`src/design/tbe_pkg.sv`:
```
package tbe_pkg;

  localparam int MAX_ROWS_DEF      = 256;
  localparam int MAX_COLS_DEF      = 256;
  localparam int FRACTION_BITS_DEF = 16;

  localparam int ELEV_W     = 24;
  localparam int LAT_W      = 30;
  localparam int LON_W      = 31;
  localparam int RATE_W     = 33;
  localparam int RATE_FRAC  = 16;
  localparam int PROD_FRAC  = 38;
  localparam int DIM_W      = 9;
  localparam int IDX_W      = 8;
  localparam int MODE_W     = 2;
  localparam int CFG_IDX_W  = 3;
  localparam int CFG_DATA_W = 33;

  localparam logic [RATE_W-1:0] RATE_RST = 33'd65536;
  localparam logic [DIM_W-1:0]  DIM_RST  = 9'd256;

  typedef enum logic [MODE_W-1:0] {
    MODE_WRITE = 2'd0,
    MODE_READ  = 2'd1,
    MODE_QUERY = 2'd2
  } mode_t;

  typedef enum logic [CFG_IDX_W-1:0] {
    CFG_ORG_LAT      = 3'd0,
    CFG_ORG_LON      = 3'd1,
    CFG_ROWS_PER_DEG = 3'd2,
    CFG_COLS_PER_DEG = 3'd3,
    CFG_ROWS_IN_USE  = 3'd4,
    CFG_COLS_IN_USE  = 3'd5
  } cfg_idx_t;

  typedef struct packed {
    logic a;
    logic b;
  } stage_en_t;

endpackage

```
`src/design/tbe_axis.sv`:
```
module tbe_axis #(
  parameter int POS_W         = tbe_pkg::LAT_W,
  parameter int DIM_MAX       = tbe_pkg::MAX_ROWS_DEF,
  parameter int FRACTION_BITS = tbe_pkg::FRACTION_BITS_DEF,
  localparam int DIW          = $clog2(DIM_MAX),
  localparam int QW           = DIW + FRACTION_BITS
) (
  input  logic                          clk,
  input  tbe_pkg::stage_en_t            en,
  input  logic signed [POS_W-1:0]       pos,
  input  logic signed [POS_W-1:0]       org,
  input  logic [tbe_pkg::RATE_W-1:0]    rate,
  input  logic [DIW-1:0]                top,
  output logic [QW-1:0]                 q_r,
  output logic                          inside_r
);

  localparam int HI_W = tbe_pkg::RATE_W - tbe_pkg::RATE_FRAC;
  localparam int PH_W = POS_W + HI_W;
  localparam int PL_W = POS_W + tbe_pkg::RATE_FRAC;
  localparam int PRW  = POS_W + tbe_pkg::RATE_W;

  logic signed [POS_W:0] diff;
  logic                  neg;
  logic [POS_W-1:0]      mag;
  logic                  neg_r;
  logic [PH_W-1:0]       phi_r;
  logic [PL_W-1:0]       plo_r;
  logic [PRW-1:0]        prod;
  logic [PRW-1:0]        limit;
  logic [QW-1:0]         q_nxt;
  logic                  inside_nxt;

  assign diff = (POS_W+1)'(pos) - (POS_W+1)'(org);
  assign neg  = diff[POS_W];
  assign mag  = neg ? POS_W'(-diff) : POS_W'(diff);

  always_ff @(posedge clk) begin
    if (en.a) begin
      neg_r <= neg;
      phi_r <= PH_W'(mag) * PH_W'(rate[tbe_pkg::RATE_W-1:tbe_pkg::RATE_FRAC]);
      plo_r <= PL_W'(mag) * PL_W'(rate[tbe_pkg::RATE_FRAC-1:0]);
    end
  end

  assign prod  = (PRW'(phi_r) << tbe_pkg::RATE_FRAC) + PRW'(plo_r);
  assign limit = PRW'(top) << tbe_pkg::PROD_FRAC;

  always_comb begin
    if (neg_r) begin
      q_nxt      = '0;
      inside_nxt = (prod == '0);
    end else if (prod > limit) begin
      q_nxt      = QW'(top) << FRACTION_BITS;
      inside_nxt = 1'b0;
    end else begin
      q_nxt      = prod[tbe_pkg::PROD_FRAC-FRACTION_BITS +: QW];
      inside_nxt = 1'b1;
    end
  end

  always_ff @(posedge clk) begin
    if (en.b) begin
      q_r      <= q_nxt;
      inside_r <= inside_nxt;
    end
  end

endmodule

```
`config.mk`:
```
export PLATFORM = sky130hd
export DESIGN_NAME = tbe_axis
export DESIGN_NICKNAME = d
export VERILOG_FILES = /design/src/design/tbe_pkg.sv /design/src/design/tbe_axis.sv
export SDC_FILE = /design/constraint.sdc
export NUM_CORES = 2
export LEC_CHECK = 0
export ABC_AREA = 1
export BUFFER_PORTS_ARGS = -buffer_cell sky130_fd_sc_hd__buf_2
export CORE_ASPECT_RATIO = 0.6
export CORE_UTILIZATION = 57
export CTS_BUF_LIST = sky130_fd_sc_hd__clkbuf_4
export CTS_CLUSTER_SIZE = 14
export DETAILED_ROUTE_END_ITERATION = 8
export PLACE_DENSITY = 0.81
export SKIP_LAST_GASP = 1
export SLEW_MARGIN = 40
export SYNTH_ARGS = -nofsm -noshare
export SYNTH_HDL_FRONTEND = slang
export SYNTH_SLANG_ARGS = --single-unit
```
`constraint.sdc`:
```
create_clock -name clk -period 33 [get_ports clk]
set_input_delay 9.9 -clock clk [delete_from_list [all_inputs] [get_ports clk]]
set_output_delay 9.9 -clock clk [all_outputs]
set_load 0.01 [all_outputs]
```
==> impl_metrics.py <==
metrics = {
    "status": {
        "status": "complete, but fails checks",
        "violations": "design-rule violations",
    },
    "synthesis": {
        "syn_area_per_cell_um2": 7.52,
        "synth_nets": 6899,
        "synthCells": 5676,
        "synth_seq_cells": 119,
        "netlist_area_um2": 42700,
        "ys.flop_type": "edfxtp_1",
        "yosysSeqAreaShare_pct": 8.37,
        "synth_cell_types": 53,
        "async_flop_share_pct": 0,
        "synth-warning-count": 0,
        "synth-edff-count": 119,
    },
    "sta": {
        "final_hold_viol_count": 0,
        "clock_skew_ns": 0.0398,
        "drv_slew": 0,
        "max_freq_mhz": 51.1,
        "fin_crit_ns": 19.55,
        "worst_pin_slew_ns": 0.968,
        "rsz0062_at_grt": "false",
        "tns_ns": 0,
        "fin_crit_sh_pct": 59.2,
        "setup_viol": 0,
        "timing.slew.headroom_pct": 35.1,
    },
    "worst_setup_path": {
        "critPathLaunchType": "input pin",
        "slowest_delay_ns": 0.79,
        "crit_path_end_kind": "flip-flop",
        "cp_slowest_cell": "inv_2",
        "cp_max_fo": 39,
        "worst_ep_arrival_time_ns": 19.89,
        "reg2reg_slack_ns": 28.04,
        "cp.required_ns": 33.34,
        "worstSetupPathType": "input pin to flip-flop",
    },
    "place": {
        "io_buffers": 128,
        "gp_congestion": 1.06,
        "placed_cells": 6637,
        "dp_hpwl_um": 116000,
    },
    "global_route": {
        "grt_pass1_vias": 38903,
        "grt_max_degree": 51,
        "antenna_found_initial": 4,
        "track_usage_pct": 38.8,
        "grt_pass1_wl_um": 224000,
        "globalRouteOverflowTotal": 0,
    },
    "floorplanning": {
        "initial_utilization_pct": 57.8,
        "rows": 77,
        "ios": 129,
        "fp.dieH_um": 214,
        "die_w_um": 355,
        "core_region_area_um2": 73900,
        "die_area_um2": 76000,
    },
    "layout": {
        "seqCellArea_um2": 3570,
        "multiInputGateArea_um2": 32900,
        "final_common_cell": "inv_1",
        "area_delta_synth_final_pct": 3.42,
        "drive_gt1_share_pct": 5.60,
        "n_fill_cell": 6702,
        "instances_no_fill": 6673,
        "nets": 6892,
        "layout_common_cells": "1372 x inv_1, 1246 x nand2_1, 811 x fa_1",
    },
    "clock_tree": {
        "clk-insertion-delay-late_ns": 0.63,
        "htree_levels": 4,
        "cts.clk_slew.worst_paths_ns": 0.13,
        "cts_hold_buf": 0,
        "cts_resized": 0,
        "clock-sinks": 119,
        "cts_tree": "built",
        "clockBufferDepth": 2,
        "root_buffer": "clkbuf_4",
        "post_cts_buffers": 0,
        "cts_buffers": 17,
    },
    "flow_run": {
        "drv_cap": 0,
    },
    "routing": {
        "remaining_drc_errors": 2,
        "vias_per_cell": 5.79,
        "wl_per_cell_um": 21.5,
        "drt_iter0_markers": 5461,
        "vias": 38669,
        "dr.pass1.iters": 9,
        "ant_nets": 0,
        "finalWirelength_um": 143000,
    },
    "worst_hold_path": {
        "min_path_type": "flip-flop to flip-flop",
    },
}
## per-stage QoR
| stage | hold WS, ns | setup WS (ns) | cell area [um2] | util, % |
|---|---|---|---|---|
| after floorplan | 0.750 | 15.76 | 42700 | - |
| after global placement | 0.948 | 13.46 | 43800 | 59.3 |
| after detailed placement | 0.948 | 13.27 | 43800 | 59.3 |
| after CTS | 0.993 | 13.91 | 44100 | 59.7 |
| after global routing | 1.05 | 13.27 | 44100 | 59.7 |
| final | 0.996 | 13.45 | 44100 | 59.7 |
## per-layer routing
metal	global-route usage, %	vias up	routed length (um)
li1	-	16820	-
met1	55.3	18521	57300
met2	51.9	2959	54600
met3	18.8	369	26800
met4	10.7	0	4880
met5	0	-	0
## logic make-up (layout without fill, tap and decap cells)
| group | count (synthesis) | in the layout | synth area share (%) |
|---|---|---|---|
| other | 0 | 4 | 0 |
| DFF | 119 | 119 | 8.37 |
| AOI/OAI and AO/OA | 329 | 329 | 4.30 |
| adders and majority gates | 1119 | 1119 | 47.1 |
| and+or+nand+nor | 2407 | 2407 | 23.4 |
| xor gates and xnor gates | 107 | 107 | 2.24 |
| buffers and inverters | 1595 | 1601 | 14.6 |
## sequential cells by signal, indices dropped and copies added, names as in the netlist
register  count
neg_r         1
plo_r        46
inside_r      1
phi_r        47
q_r          24
## cells in the mapped netlist, types with 2 or more instances
cell type	number	share of area (%)
edfxtp_1	119	8.4
o31a_1	2	0.041
nor3_2	6	0.14
nor2_1	671	5.9
nor3_1	33	0.39
nor2_4	5	0.13
inv_1	1375	12
nand3b_1	15	0.26
nand2_2	30	0.44
a31oi_1	41	0.60
nand3_1	282	3.3
o21ai_1	12	0.14
inv_4	2	0.029
buf_2	46	0.54
o21a_1	4	0.070
fa_1	811	38
nand4_1	56	0.82
nand2_1	1247	11
ha_1	308	9.0
nor2_2	34	0.50
o211ai_1	8	0.14
nand2_4	6	0.16
and2_1	6	0.088
nor3b_1	2	0.035
buf_4	24	0.42
a21oi_2	2	0.041
nand3_2	4	0.094
inv_2	34	0.30
a21oi_1	157	1.8
buf_6	12	0.32
nor4_1	6	0.088
o21ai_0	70	0.82
o2111ai_1	2	0.041
a21o_1	8	0.14
xnor2_1	45	0.92
clkbuf_1	91	0.80
a21boi_0	5	0.088
xor2_1	61	1.3
clkinv_1	7	0.062
buf_1	4	0.035
o21bai_1	11	0.19
## worst paths after layout
path / start / to / cells past startpoint
worst min register to register: phi_r[7] / q_r[1] / 6
worst min-delay path: phi_r[7] / q_r[1] / 6
worst max register to register: plo_r[16] / q_r[14] / 24
worst max-delay path: pos[0] / plo_r[31] / 43
## worst max-delay path, delay by kind of cell
kind | cells | cell delay [ns]
fa+ha+maj | 9 | 3.96
buf+inv | 12 | 2.07
simple gates | 14 | 1.95
compound gates | 7 | 1.76
xor+xnor | 1 | 0.20
## cell type report
type,count,share of cell area (%)
Clock inverter,15,0.349
Sequential cell,119,8.09
Clock buffer,17,0.289
Tap cell,987,2.80
Timing Repair Buffer,151,1.85
Antenna cell,4,0.0227
Inverter,1418,12.1
Multi-Input combinational cell,3962,74.5
Power is left out: the tool's default activity adds up to more than one toggle a clock period on the data nets, which glitch-free logic cannot reach.
